### src/hdl/rod_cutting_max_revenue_assert.svh
// assertion macros shared by the rod cutting block
`ifndef ROD_CUTTING_MAX_REVENUE_ASSERT_SVH
`define ROD_CUTTING_MAX_REVENUE_ASSERT_SVH

// same-cycle implication, checked outside reset
`define RCMR_ASSERT_NOW(label, clk, rst_n, ante, cons) \
    label: assert property (@(posedge clk) disable iff (!rst_n) (ante) |-> (cons)) \
        else $error("rod cutting assertion failed");

// next-cycle implication, checked outside reset
`define RCMR_ASSERT_NEXT(label, clk, rst_n, ante, cons) \
    label: assert property (@(posedge clk) disable iff (!rst_n) (ante) |=> (cons)) \
        else $error("rod cutting assertion failed");

`endif

### src/hdl/rcmr_pkg.sv
// shared types and constants for the rod cutting block
`default_nettype none

package rcmr_pkg;

    // default sizing
    localparam int DEF_MAX_LENGTH = 64;
    localparam int DEF_PRICE_BITS = 16;

    // fixed field widths
    localparam int PRICE_W = 16;
    localparam int LEN_W   = 7;
    localparam int BEST_W  = 22;

    // largest best revenue, sums above it saturate
    localparam logic [BEST_W-1:0] BEST_MAX = {BEST_W{1'b1}};

    // sequencer states
    typedef enum logic [1:0] {
        S_IDLE,
        S_SCAN,
        S_DRAIN,
        S_FINISH
    } t_state;

    // control of the shared add and compare unit
    typedef struct packed {
        logic clear;
        logic en;
        logic use_best;
    } t_acc_ctl;

endpackage

`default_nettype wire

### src/hdl/rcmr_if.sv
// valid/ready channels for prices in and best revenues out
`default_nettype none

interface rcmr_in_if import rcmr_pkg::*; ();
    logic               valid;
    logic               ready;
    logic [PRICE_W-1:0] piece_price;
    logic               restart;

    modport source (output valid, piece_price, restart, input ready);
    modport sink   (input valid, piece_price, restart, output ready);
endinterface

interface rcmr_out_if import rcmr_pkg::*; ();
    logic              valid;
    logic              ready;
    logic [LEN_W-1:0]  rod_length;
    logic [BEST_W-1:0] best_revenue;
    logic              overflow;

    modport source (output valid, rod_length, best_revenue, overflow, input ready);
    modport sink   (input valid, rod_length, best_revenue, overflow, output ready);
endinterface

`default_nettype wire

### src/hdl/rcmr_ram.sv
// single write port, single registered read port memory
`default_nettype none

module rcmr_ram #(
    parameter int WIDTH = 16,
    parameter int DEPTH = 64,
    parameter int AW    = 6
) (
    input  wire logic             i_clk,
    input  wire logic             i_we,
    input  wire logic [AW-1:0]    i_wr_addr,
    input  wire logic [WIDTH-1:0] i_wr_data,
    input  wire logic [AW-1:0]    i_rd_addr,
    output logic      [WIDTH-1:0] o_rd_data
);

    logic [WIDTH-1:0] r_mem [DEPTH];
    logic [WIDTH-1:0] r_rd_data;

    // write port
    always_ff @(posedge i_clk) begin
        if (i_we) begin
            r_mem[i_wr_addr] <= i_wr_data;
        end
    end

    // registered read port
    always_ff @(posedge i_clk) begin
        r_rd_data <= r_mem[i_rd_addr];
    end

    assign o_rd_data = r_rd_data;

endmodule

`default_nettype wire

### src/hdl/rcmr_maxacc.sv
// shared add and compare unit: running maximum of price plus best revenue
`default_nettype none

module rcmr_maxacc import rcmr_pkg::*; #(
    parameter int PRICE_BITS = DEF_PRICE_BITS
) (
    input  wire logic                  i_clk,
    input  wire t_acc_ctl              i_ctl,
    input  wire logic [PRICE_BITS-1:0] i_price,
    input  wire logic [BEST_W-1:0]     i_best,
    output logic      [BEST_W-1:0]     o_top
);

    localparam int SW = ((PRICE_BITS > BEST_W) ? PRICE_BITS : BEST_W) + 1;

    logic [SW-1:0] r_top;
    logic [SW-1:0] n_top;
    logic [SW-1:0] sum;

    // one candidate sum per cycle
    always_comb begin
        sum = SW'(i_price) + (i_ctl.use_best ? SW'(i_best) : SW'(0));
        n_top = r_top;
        if (i_ctl.clear) begin
            n_top = '0;
        end else if (i_ctl.en && (sum > r_top)) begin
            n_top = sum;
        end
    end

    always_ff @(posedge i_clk) begin
        r_top <= n_top;
    end

    // saturate to the result width
    assign o_top = (r_top > SW'(BEST_MAX)) ? BEST_MAX : r_top[BEST_W-1:0];

endmodule

`default_nettype wire

### src/hdl/rod_cutting_max_revenue.sv
// rod cutting revenue block: sequencer, price and best stores, output register
//
// Input channel i_in carries the price of the next rod length, starting at
// length one; restart set begins a new price list with this item as length
// one. Output channel o_out returns exactly one item per input: the rod
// length, the best revenue for that length, and an overflow flag.
// For new length i the block scans j = 1..i, one add and compare per cycle in
// a shared unit, reading price(j) and best(i-j) from two memories with one
// registered read port each. A stored item passes a scan state, a drain
// state for the last sum and a finish state, which loads the output register
// once it is free; the next item is taken only after that load.
// An item arriving with the store full and no restart is not stored and
// reports length 0, revenue 0, overflow 1. The input is not
// ready while an item is being worked on. The output register holds a result
// until it is taken; a stalled receiver only delays the hand-off of the next
// result, and the block can already accept and scan the following item.
// Reset clears the length count, the sequencer and the output valid; store
// contents stay as they are and are always rewritten before being read.
`default_nettype none

module rod_cutting_max_revenue import rcmr_pkg::*; #(
    parameter int MAX_LENGTH = DEF_MAX_LENGTH,
    parameter int PRICE_BITS = DEF_PRICE_BITS
) (
    input  wire logic  i_clk,
    input  wire logic  i_rst_n,
    rcmr_in_if.sink    i_in,
    rcmr_out_if.source o_out
);

    `include "rod_cutting_max_revenue_assert.svh"

    localparam int CW = $clog2(MAX_LENGTH + 1);
    localparam int AW = (MAX_LENGTH > 1) ? $clog2(MAX_LENGTH) : 1;

    t_state r_state;
    t_state n_state;

    logic [CW-1:0] r_count;
    logic [CW-1:0] r_len;
    logic [CW-1:0] r_j;
    logic          r_ovf;
    logic          r_pend;
    logic          r_use_best;

    logic              r_out_valid;
    logic [LEN_W-1:0]  r_out_len;
    logic [BEST_W-1:0] r_out_best;
    logic              r_out_ovf;

    logic in_xfer;
    logic in_ovf;
    logic out_free;
    logic issue;
    logic last_issue;
    logic load_out;
    logic best_we;

    logic [CW-1:0]         new_count;
    logic [CW-1:0]         price_wr_addr;
    logic [CW-1:0]         best_rd_addr;
    logic [CW-1:0]         best_wr_addr;
    logic [CW-1:0]         price_rd_addr;
    logic [PRICE_BITS-1:0] price_in;
    logic [PRICE_BITS-1:0] price_rd;
    logic [BEST_W-1:0]     best_rd;
    logic [BEST_W-1:0]     top;
    logic [CW+LEN_W-1:0]   len_ext;
    logic [PRICE_W+PRICE_BITS-1:0] price_ext;
    t_acc_ctl              acc_ctl;

    // input transfer decode
    assign in_xfer  = i_in.valid && i_in.ready;
    assign in_ovf   = !i_in.restart && (r_count == CW'(MAX_LENGTH));
    assign out_free = !r_out_valid || o_out.ready;
    assign last_issue = (r_j == r_len);

    always_comb begin
        new_count = i_in.restart ? CW'(1) : (r_count + CW'(1));
        price_wr_addr = i_in.restart ? CW'(0) : r_count;
        price_ext = {PRICE_BITS'(0), i_in.piece_price};
        price_in = price_ext[PRICE_BITS-1:0];
    end

    // next state
    always_comb begin
        n_state = r_state;
        unique case (r_state)
            S_IDLE: begin
                if (in_xfer) begin
                    n_state = in_ovf ? S_FINISH : S_SCAN;
                end
            end
            S_SCAN: begin
                if (last_issue) begin
                    n_state = S_DRAIN;
                end
            end
            S_DRAIN: begin
                n_state = S_FINISH;
            end
            S_FINISH: begin
                if (out_free) begin
                    n_state = S_IDLE;
                end
            end
            default: begin
                n_state = S_IDLE;
            end
        endcase
    end

    // state outputs
    always_comb begin
        i_in.ready = 1'b0;
        issue      = 1'b0;
        load_out   = 1'b0;
        unique case (r_state)
            S_IDLE:   i_in.ready = 1'b1;
            S_SCAN:   issue      = 1'b1;
            S_DRAIN:  issue      = 1'b0;
            S_FINISH: load_out   = out_free;
            default:  issue      = 1'b0;
        endcase
    end

    assign best_we = load_out && !r_ovf;

    // sequencer registers
    always_ff @(posedge i_clk) begin
        if (!i_rst_n) begin
            r_state <= S_IDLE;
            r_count <= '0;
            r_pend  <= 1'b0;
        end else begin
            r_state <= n_state;
            r_pend  <= issue;
            if (in_xfer && !in_ovf) begin
                r_count <= new_count;
            end
        end
    end

    // scan bookkeeping
    always_ff @(posedge i_clk) begin
        r_use_best <= (r_len != r_j);
        if (in_xfer) begin
            r_len <= new_count;
            r_j   <= CW'(1);
            r_ovf <= in_ovf;
        end else if (issue) begin
            r_j <= r_j + CW'(1);
        end
    end

    // store addressing
    always_comb begin
        price_rd_addr = r_j - CW'(1);
        best_rd_addr  = r_len - r_j - CW'(1);
        best_wr_addr  = r_len - CW'(1);
    end

    rcmr_ram #(
        .WIDTH (PRICE_BITS),
        .DEPTH (MAX_LENGTH),
        .AW    (AW)
    ) u_price_ram (
        .i_clk     (i_clk),
        .i_we      (in_xfer && !in_ovf),
        .i_wr_addr (price_wr_addr[AW-1:0]),
        .i_wr_data (price_in),
        .i_rd_addr (price_rd_addr[AW-1:0]),
        .o_rd_data (price_rd)
    );

    rcmr_ram #(
        .WIDTH (BEST_W),
        .DEPTH (MAX_LENGTH),
        .AW    (AW)
    ) u_best_ram (
        .i_clk     (i_clk),
        .i_we      (best_we),
        .i_wr_addr (best_wr_addr[AW-1:0]),
        .i_wr_data (top),
        .i_rd_addr (best_rd_addr[AW-1:0]),
        .o_rd_data (best_rd)
    );

    // shared add and compare unit, enabled in the cycle after the read issue
    always_comb begin
        acc_ctl.clear    = in_xfer;
        acc_ctl.en       = r_pend;
        acc_ctl.use_best = r_use_best;
    end

    rcmr_maxacc #(
        .PRICE_BITS (PRICE_BITS)
    ) u_maxacc (
        .i_clk   (i_clk),
        .i_ctl   (acc_ctl),
        .i_price (price_rd),
        .i_best  (best_rd),
        .o_top   (top)
    );

    // output register
    assign len_ext = {LEN_W'(0), r_len};

    always_ff @(posedge i_clk) begin
        if (!i_rst_n) begin
            r_out_valid <= 1'b0;
        end else if (load_out) begin
            r_out_valid <= 1'b1;
        end else if (o_out.ready) begin
            r_out_valid <= 1'b0;
        end
    end

    always_ff @(posedge i_clk) begin
        if (load_out) begin
            r_out_len  <= r_ovf ? LEN_W'(0) : len_ext[LEN_W-1:0];
            r_out_best <= r_ovf ? BEST_W'(0) : top;
            r_out_ovf  <= r_ovf;
        end
    end

    assign o_out.valid        = r_out_valid;
    assign o_out.rod_length   = r_out_len;
    assign o_out.best_revenue = r_out_best;
    assign o_out.overflow     = r_out_ovf;

    // checks on the sequencer
    `RCMR_ASSERT_NOW(a_count_bound, i_clk, i_rst_n, 1'b1, r_count <= CW'(MAX_LENGTH))
    `RCMR_ASSERT_NOW(a_scan_range, i_clk, i_rst_n, r_state == S_SCAN,
        (r_j != CW'(0)) && (r_j <= r_len))
    `RCMR_ASSERT_NEXT(a_accept_busy, i_clk, i_rst_n, in_xfer, r_state != S_IDLE)
    `RCMR_ASSERT_NEXT(a_load_from_finish, i_clk, i_rst_n, !r_out_valid,
        !r_out_valid || ($past(r_state) == S_FINISH))

endmodule

`default_nettype wire
### src/flat_wrapper.sv
// flat-port wrapper written by rule: the top's interface ports become plain ports
module rod_cutting_max_revenue_flat import rcmr_pkg::*;
#(
    parameter int MAX_LENGTH = DEF_MAX_LENGTH,
    parameter int PRICE_BITS = DEF_PRICE_BITS
)
  (i_clk, i_rst_n, i_in_valid, i_in_piece_price, i_in_restart, i_in_ready, o_out_valid, o_out_rod_length, o_out_best_revenue, o_out_overflow, o_out_ready);
  rcmr_in_if i_in_i ();
  rcmr_out_if o_out_i ();
  input  wire logic i_clk;
  input  wire logic i_rst_n;
  input wire logic [$bits(i_in_i.valid)-1:0] i_in_valid;
  input wire logic [$bits(i_in_i.piece_price)-1:0] i_in_piece_price;
  input wire logic [$bits(i_in_i.restart)-1:0] i_in_restart;
  output wire logic [$bits(i_in_i.ready)-1:0] i_in_ready;
  output wire logic [$bits(o_out_i.valid)-1:0] o_out_valid;
  output wire logic [$bits(o_out_i.rod_length)-1:0] o_out_rod_length;
  output wire logic [$bits(o_out_i.best_revenue)-1:0] o_out_best_revenue;
  output wire logic [$bits(o_out_i.overflow)-1:0] o_out_overflow;
  input wire logic [$bits(o_out_i.ready)-1:0] o_out_ready;
  assign i_in_i.valid = i_in_valid;
  assign i_in_i.piece_price = i_in_piece_price;
  assign i_in_i.restart = i_in_restart;
  assign i_in_ready = i_in_i.ready;
  assign o_out_valid = o_out_i.valid;
  assign o_out_rod_length = o_out_i.rod_length;
  assign o_out_best_revenue = o_out_i.best_revenue;
  assign o_out_overflow = o_out_i.overflow;
  assign o_out_i.ready = o_out_ready;
  rod_cutting_max_revenue #(.MAX_LENGTH(MAX_LENGTH), .PRICE_BITS(PRICE_BITS)) u_core (.i_clk(i_clk), .i_rst_n(i_rst_n), .i_in(i_in_i), .o_out(o_out_i));
endmodule
### config.mk
export PLATFORM = sky130hd
export DESIGN_NAME = rod_cutting_max_revenue_flat
export DESIGN_NICKNAME = d
export VERILOG_FILES = /design/src/hdl/rcmr_pkg.sv /design/src/hdl/rcmr_if.sv /design/src/hdl/rcmr_ram.sv /design/src/hdl/rcmr_maxacc.sv /design/src/hdl/rod_cutting_max_revenue.sv /design/src/flat_wrapper.sv
export VERILOG_INCLUDE_DIRS = /design/src /design/src/hdl
export SDC_FILE = /design/constraint.sdc
export NUM_CORES = 2
export LEC_CHECK = 0
export BUFFER_PORTS_ARGS = -buffer_cell sky130_fd_sc_hd__buf_2
export CORE_ASPECT_RATIO = 0.9
export CORE_UTILIZATION = 60
export DETAILED_ROUTE_END_ITERATION = 7
export GPL_TIMING_DRIVEN = 0
export MAX_ROUTING_LAYER = met4
export PLACE_DENSITY_LB_ADDON = 0.05
export SLEW_MARGIN = 20
export SYNTH_ARGS = -nofsm -noshare
export SYNTH_HDL_FRONTEND = slang
export SYNTH_SLANG_ARGS = --single-unit
### constraint.sdc
create_clock -name i_clk -period 5.2 [get_ports i_clk]
set_clock_uncertainty 0.15 [all_clocks]
set_input_delay 1.04 -clock i_clk [delete_from_list [all_inputs] [get_ports i_clk]]
set_output_delay 1.04 -clock i_clk [all_outputs]
set_load 0.05 [all_outputs]
Yosys cells after proc, flatten, opt, wreduce, memory -nomap -nowiden
Memory sizes are Yosys's and may differ from the RTL's. A register that Yosys moved wholly into a read port is not among the register bits. Cells that the tools add are included.

Order comparisons: 2. Equality and inequality tests: 9. Reduce and logical (&&, ||, !) cells: 13. Add/subtract/negate cells: 7. Multiplexer cells: 18.

Operator list (count): $mux W22 (2); $add A16 B23 Y23 (1); $gt A23 B22 Y1 const B (1); $gt A23 B23 Y1 (1); $sub A6 B1 Y6 const B (3); $add A7 B1 Y7 const B (2); $mux W1 (9); $mux W2 (4); $pmux W2 S4 (1); $eq A7 B7 Y1 (1); $eq A7 B7 Y1 const B (1); $mux W7 (1); $ne A7 B7 Y1 (1); $mux W6 (1); $ne A2 B1 Y1 const B (3); $sub A6 B6 Y6 (1); $logic_and A1 B1 Y1 (5); $eq A2 B2 Y1 const B (2); $logic_not A1 Y1 (4); $reduce_and A3 Y1 (1); $eq A2 B1 Y1 const B (1); $logic_not A2 Y1 (1); $reduce_bool A2 Y1 (1); $logic_or A1 B1 Y1 (1).

Flip-flop bits (word level): 80. Memory bits (writable): 2432. Output and inout bits: 32. Bits of input ports: 21. Memories kept: 2.

Memory list: u_core.u_best_ram.r_mem (words 64, bits a word 22, rd ports 1, clocked after Yosys merged registers in 1, wr ports 1, RTL line rcmr_ram.sv:17) `logic [WIDTH-1:0] r_mem [DEPTH];`; u_core.u_price_ram.r_mem (words 64, bits a word 16, rd ports 1, clocked after Yosys merged registers in 1, wr ports 1, RTL line rcmr_ram.sv:17).

Logic depth before layout (Yosys ltp)
Depth after elaboration: 6. Mapped depth: 22. Mapped depth without buffers: 18.

Modules after synthesis
A second synthesis with hierarchy kept.

Cell total of the unflattened synthesis: 4828. Area, all modules: 100033.4 µm².

By module, submodules not included: rcmr_ram at u_core.u_best_ram (area an instance 54260.8 µm², seq. area each 42721.0 µm², cells each 2349, instances 1); rcmr_ram at u_core.u_price_ram (area an instance 40042.2 µm², seq. area each 31069.8 µm², cells each 1829, instances 1); rcmr_maxacc (area an instance 3020.4 µm², seq. area each 460.4 µm², cells each 409, instances 1); rod_cutting_max_revenue (area an instance 2710.1 µm², seq. area each 1521.5 µm², cells each 241, instances 1).

Worst setup path after synthesis
No wires, ideal clock.

Path kind: register to register. From: reg u_core.r_use_best. To: reg u_core.u_maxacc.r_top[10]. Setup time: 0.141 ns. Cell stages (with the launch flop): 21. Arrival time: 4.149 ns. Clock period less this slack: 4.440 ns. Slack: 0.760 ns. Required time: 4.909 ns. Path buffers: 3. Cells stage by stage: dfxtp_1 > clkbuf_1 > and2_1 > ha_1 > fa_1 > a211oi_1 > o211ai_1 > a41oi_1 > o21bai_1 > a21oi_1 > xnor2_1 > ha_1 > nand4_1 > inv_1 > a221oi_1 > nor2_1 > o311ai_1 > buf_2 > buf_6 > mux2i_1 > nor2_1.

Word-level cells in the longest chain between the ends: 4.

Ends and longest elaborated chain: from (decl) (RTL line rod_cutting_max_revenue.sv:44) `logic r_use_best;`; from (signal assigned) (RTL line rod_cutting_max_revenue.sv:146) `r_use_best <= (r_len != r_j);`; $mux W22 (RTL line rcmr_maxacc.sv:22) `sum = SW'(i_price) + (i_ctl.use_best ? SW'(i_best) : SW'(0));`; $add A16 B23 Y23 (RTL line rcmr_maxacc.sv:22); net u_core.u_maxacc.sum[12] (RTL line rcmr_maxacc.sv:18) `logic [SW-1:0] sum;`; $gt A23 B23 Y1 (RTL line rcmr_maxacc.sv:26) `end else if (i_ctl.en && (sum > r_top)) begin`; $logic_and A1 B1 Y1 (RTL line rcmr_maxacc.sv:26); to (signal assigned) (RTL line rcmr_maxacc.sv:32) `r_top <= n_top;`; to (decl) (RTL line rcmr_maxacc.sv:16) `logic [SW-1:0] r_top;`.

The timed path passes the listed nets, and every way through them passes these cells. A chain may end at the register's enable or synchronous reset.

Worst setup path after layout
From: reg u_core.r_j[0]. To: reg u_core.u_best_ram.r_rd_data[17], in the netlist u_core.u_best_ram.o_rd_data[17] (read register of u_core.u_best_ram.r_mem).

Word-level cells in the longest chain between the ends: 2.

Ends and longest elaborated chain: from (decl) (RTL line rod_cutting_max_revenue.sv:41) `logic [CW-1:0] r_j;`; from (signal assigned) (RTL line rod_cutting_max_revenue.sv:152) `r_j <= r_j + CW'(1);`; $sub A6 B6 Y6 (RTL line rod_cutting_max_revenue.sv:159) `best_rd_addr = r_len - r_j - CW'(1);`; $sub A6 B1 Y6 (RTL line rod_cutting_max_revenue.sv:159); to (decl) (RTL line rcmr_ram.sv:18) `logic [WIDTH-1:0] r_rd_data;`.

Every way passes these cells.

==> reports/metrics.csv <==
metric,value,unit
crit_chain,buf_2 > buf_6 > inv_2 > ha_1 > inv_1 > fa_1 > buf_2 > clkbuf_4 > clkdlybuf4s15_2 > mux4_2 > mux4_2 > mux2i_1 > mux2i_1,
worstSkewPairLatency,0.87,ns
layout.nets,4884,
timing.rr.start,u_core.r_j[0],
cts_root_buf,clkbuf_16,
min-delay-start,i_rst_n,
max_stage_delay,0.60,ns
vias,48300,
crit_path_max_fanout,10,
cp_slowest_cell,clkdlybuf4s15_2,
die_h,387,um
yosysSeqAreaShare,76.6,%
peakVddDrop,0.376,mV
grt_pass1_vias,47300,
setup_slack,0.0366,ns
max_freq,0.194,GHz
slew_viol_final,0,
num_rows,141,
ant_nets,0,
crit_start,u_core.r_j[0],
synth-async-reset-ratio,0,%
layout_min_cycle_time,5.16,ns
end_kind,flip-flop,
p_leak,36.4,nW
cts_max_level,4,
die_x,430,um
drt_wl_total,248000,um
rsz0062_at_grt,false,
synth_cell_types,61,
fp.coreArea,0.164,mm^2
cts_buffers,239,
synth_most_common_cell,edfxtp_1,
path_clk_slew,0.07,ns
hold_path_class,primary input to flip-flop,
grt_pass1_wl,350000,um
start_kind,flip-flop,
synth_top_cell_by_area,edfxtp_1,
post_synth.cell_area_avg,22.5,um^2
finalHoldViolCount,0,
antenna_found_initial,15,
tns,0,ns
ys.warnings.count,0,
layout-drive-gt1-share,31.7,%
num-fill-cells,9927,
grt.total_usage,31.1,%
multi_input_area,0.0231,mm^2
final.period_utilization,99.3,%
ios,53,
worst_slew_pin_slew,1.14,ns
post-route-util,69.2,%
synth_flop_cell,edfxtp_1,
power_density,609,mW/mm^2
route.detailed.drc,0,
cts_sinks,2550,
syn-num-nets,4467,
required,5.72,ns
cpLargestDelayFamily,buffers and inverters,
synth-seq-cells,2550,
viasPerCell,6.73,
synth_top_area_share,74.9,%
dieArea,0.167,mm^2
port_buffers,52,
synth_commonest_cells,"edfxtp_1, mux4_2, nor2_1",
postSynthCellCount,4391,
status,"complete, no violations",
wl_per_cell,34.6,um
cts_tree,yes,
areaGrowthSynthToFinish,14.5,%
seqCellArea,0.0758,mm^2
postCtsSetupRepairBufs,0,
dr.pass1.iters,6,
gp_congestion,0.946,
drtIter0Drc,6857,
setup_violations,0,
cp_num_buf_inv,7,
grt_overflow,0,
criticalPathCategory,flip-flop to flip-flop,
cp.arrival,5.69,ns
synth_area_leaders,"edfxtp_1, mux4_2, dfxtp_1, mux2i_1, nor2_1",
grt_max_degree,66,
post-dp-hpwl,165000,um
relSlewSlack,24.3,%
initial_core_util,60.4,%
cap_viol_max_count,0,
dp_slack,-0.593,ns
cts_buffer_depth,3,
synth-edff-count,2470,
syn_area,0.0990,mm^2
==> final timing paths <==
kind / end / slack, ns / depth (start not counted)
min: u_core.r_count[2] / 0.31 / 2
max reg2reg: u_core.u_best_ram.o_rd_data[17] / 0.04 / 13
min reg2reg: u_core.u_maxacc.r_top[17] / 0.32 / 2
max: u_core.u_best_ram.o_rd_data[17] / 0.04 / 13
==> where the power goes <==
group	internal [mW]	switching, mW
clock network	9.75	7.52
logic	10.6	16.5
registers	24.4	0.183
total	44.7	24.2
==> layer usage <==
layer	vias up	GRT usage [%]	share of wire [%]	wire length [um]
li1	19400	-	-	-
met4	0	7.27	2.2	5480
met3	321	7.32	11	27800
met2	2674	42.9	44	110000
met1	25900	47.9	42	104000
met5	-	-	0	0
==> state kept, by name, summed over array words and instances (netlist names), 2 cells and up <==
signal	count
u_core.o_out.rod_length	7
u_core.o_out.best_revenue	22
u_core.u_best_ram.r_mem	1408
u_core.u_price_ram.o_rd_data	16
u_core.r_count	7
u_core.r_j	7
u_core.u_best_ram.o_rd_data	22
u_core.u_price_ram.r_mem	1024
u_core.r_len	7
u_core.r_state	2
u_core.u_maxacc.r_top	23
==> per-stage QoR <==
stage	power, mW	instance area, um^2	hold slack [ns]	instances
after floorplan	41.2	99000	0.291	4391
after global placement	50.9	102000	0.307	6588
after detailed placement	51.5	105000	0.313	6713
after CTS	68.6	113000	0.264	7160
after global routing	71.0	113000	0.296	7165
final	69.0	113000	0.307	7167
==> placed cells by master (no fill, tap or decap), types with 12 or more instances in the layout <==
cell type	n
buf_4	32
a21oi_1	46
buf_2	117
nand2_1	120
ha_1	53
dfxtp_1	79
clkbuf_2	26
clkinv_2	49
inv_1	41
clkbuf_16	242
o22ai_1	14
nand2_4	17
a32oi_1	12
xnor2_1	17
mux4_2	744
buf_6	52
nor2b_1	14
clkbuf_1	132
nor2_2	46
o21ai_0	19
and2_1	19
edfxtp_1	2470
nor2_4	82
nand3_1	40
mux2i_1	89
clkinv_1	55
buf_12	21
xor2_1	16
bufinv_16	24
nor2_1	59
buf_16	56
==> worst register-to-register path, cell delays in order, from the launching register on <==
cell,delay (ns)
dfxtp_1,0.31
buf_2,0.17
buf_6,0.20
inv_2,0.13
ha_1,0.18
inv_1,0.06
fa_1,0.46
buf_2,0.46
clkbuf_4,0.49
clkdlybuf4s15_2,0.60
mux4_2,0.39
mux4_2,0.54
mux2i_1,0.57
mux2i_1,0.27
==> logic make-up after synthesis <==
group                      share of synthesized area [%]
buffers and inverters                               1.24
AOI/OAI and AO/OA                                   1.20
xor gates and xnor gates                           0.369
and+or+nand+nor                                     1.97
DFF                                                 76.6
muxes                                               18.0
adders and majority gates                          0.711
==> area by class of cell <==
class,instances,share of cell area (%)
Clock buffer,296,5.55
Sequential cell,2550,66.9
Tap cell,2145,2.37
Timing Repair Buffer,177,2.49
Antenna cell,7,0.0155
Buffer,222,0.979
Clock inverter,152,1.26
Inverter,44,0.146
Multi-Input combinational cell,1574,20.3
==> repair_timing <==
action | 4_1_cts | 5_1_grt
hold buffers | 0 | 0
hold endpoints to repair | 0 | 0
pin swaps | 0 | 2
endpoints found under the setup margin | 45 | 33
resized for setup | 26 | 40
No activity file was read; power rests on OpenSTA's default activity.
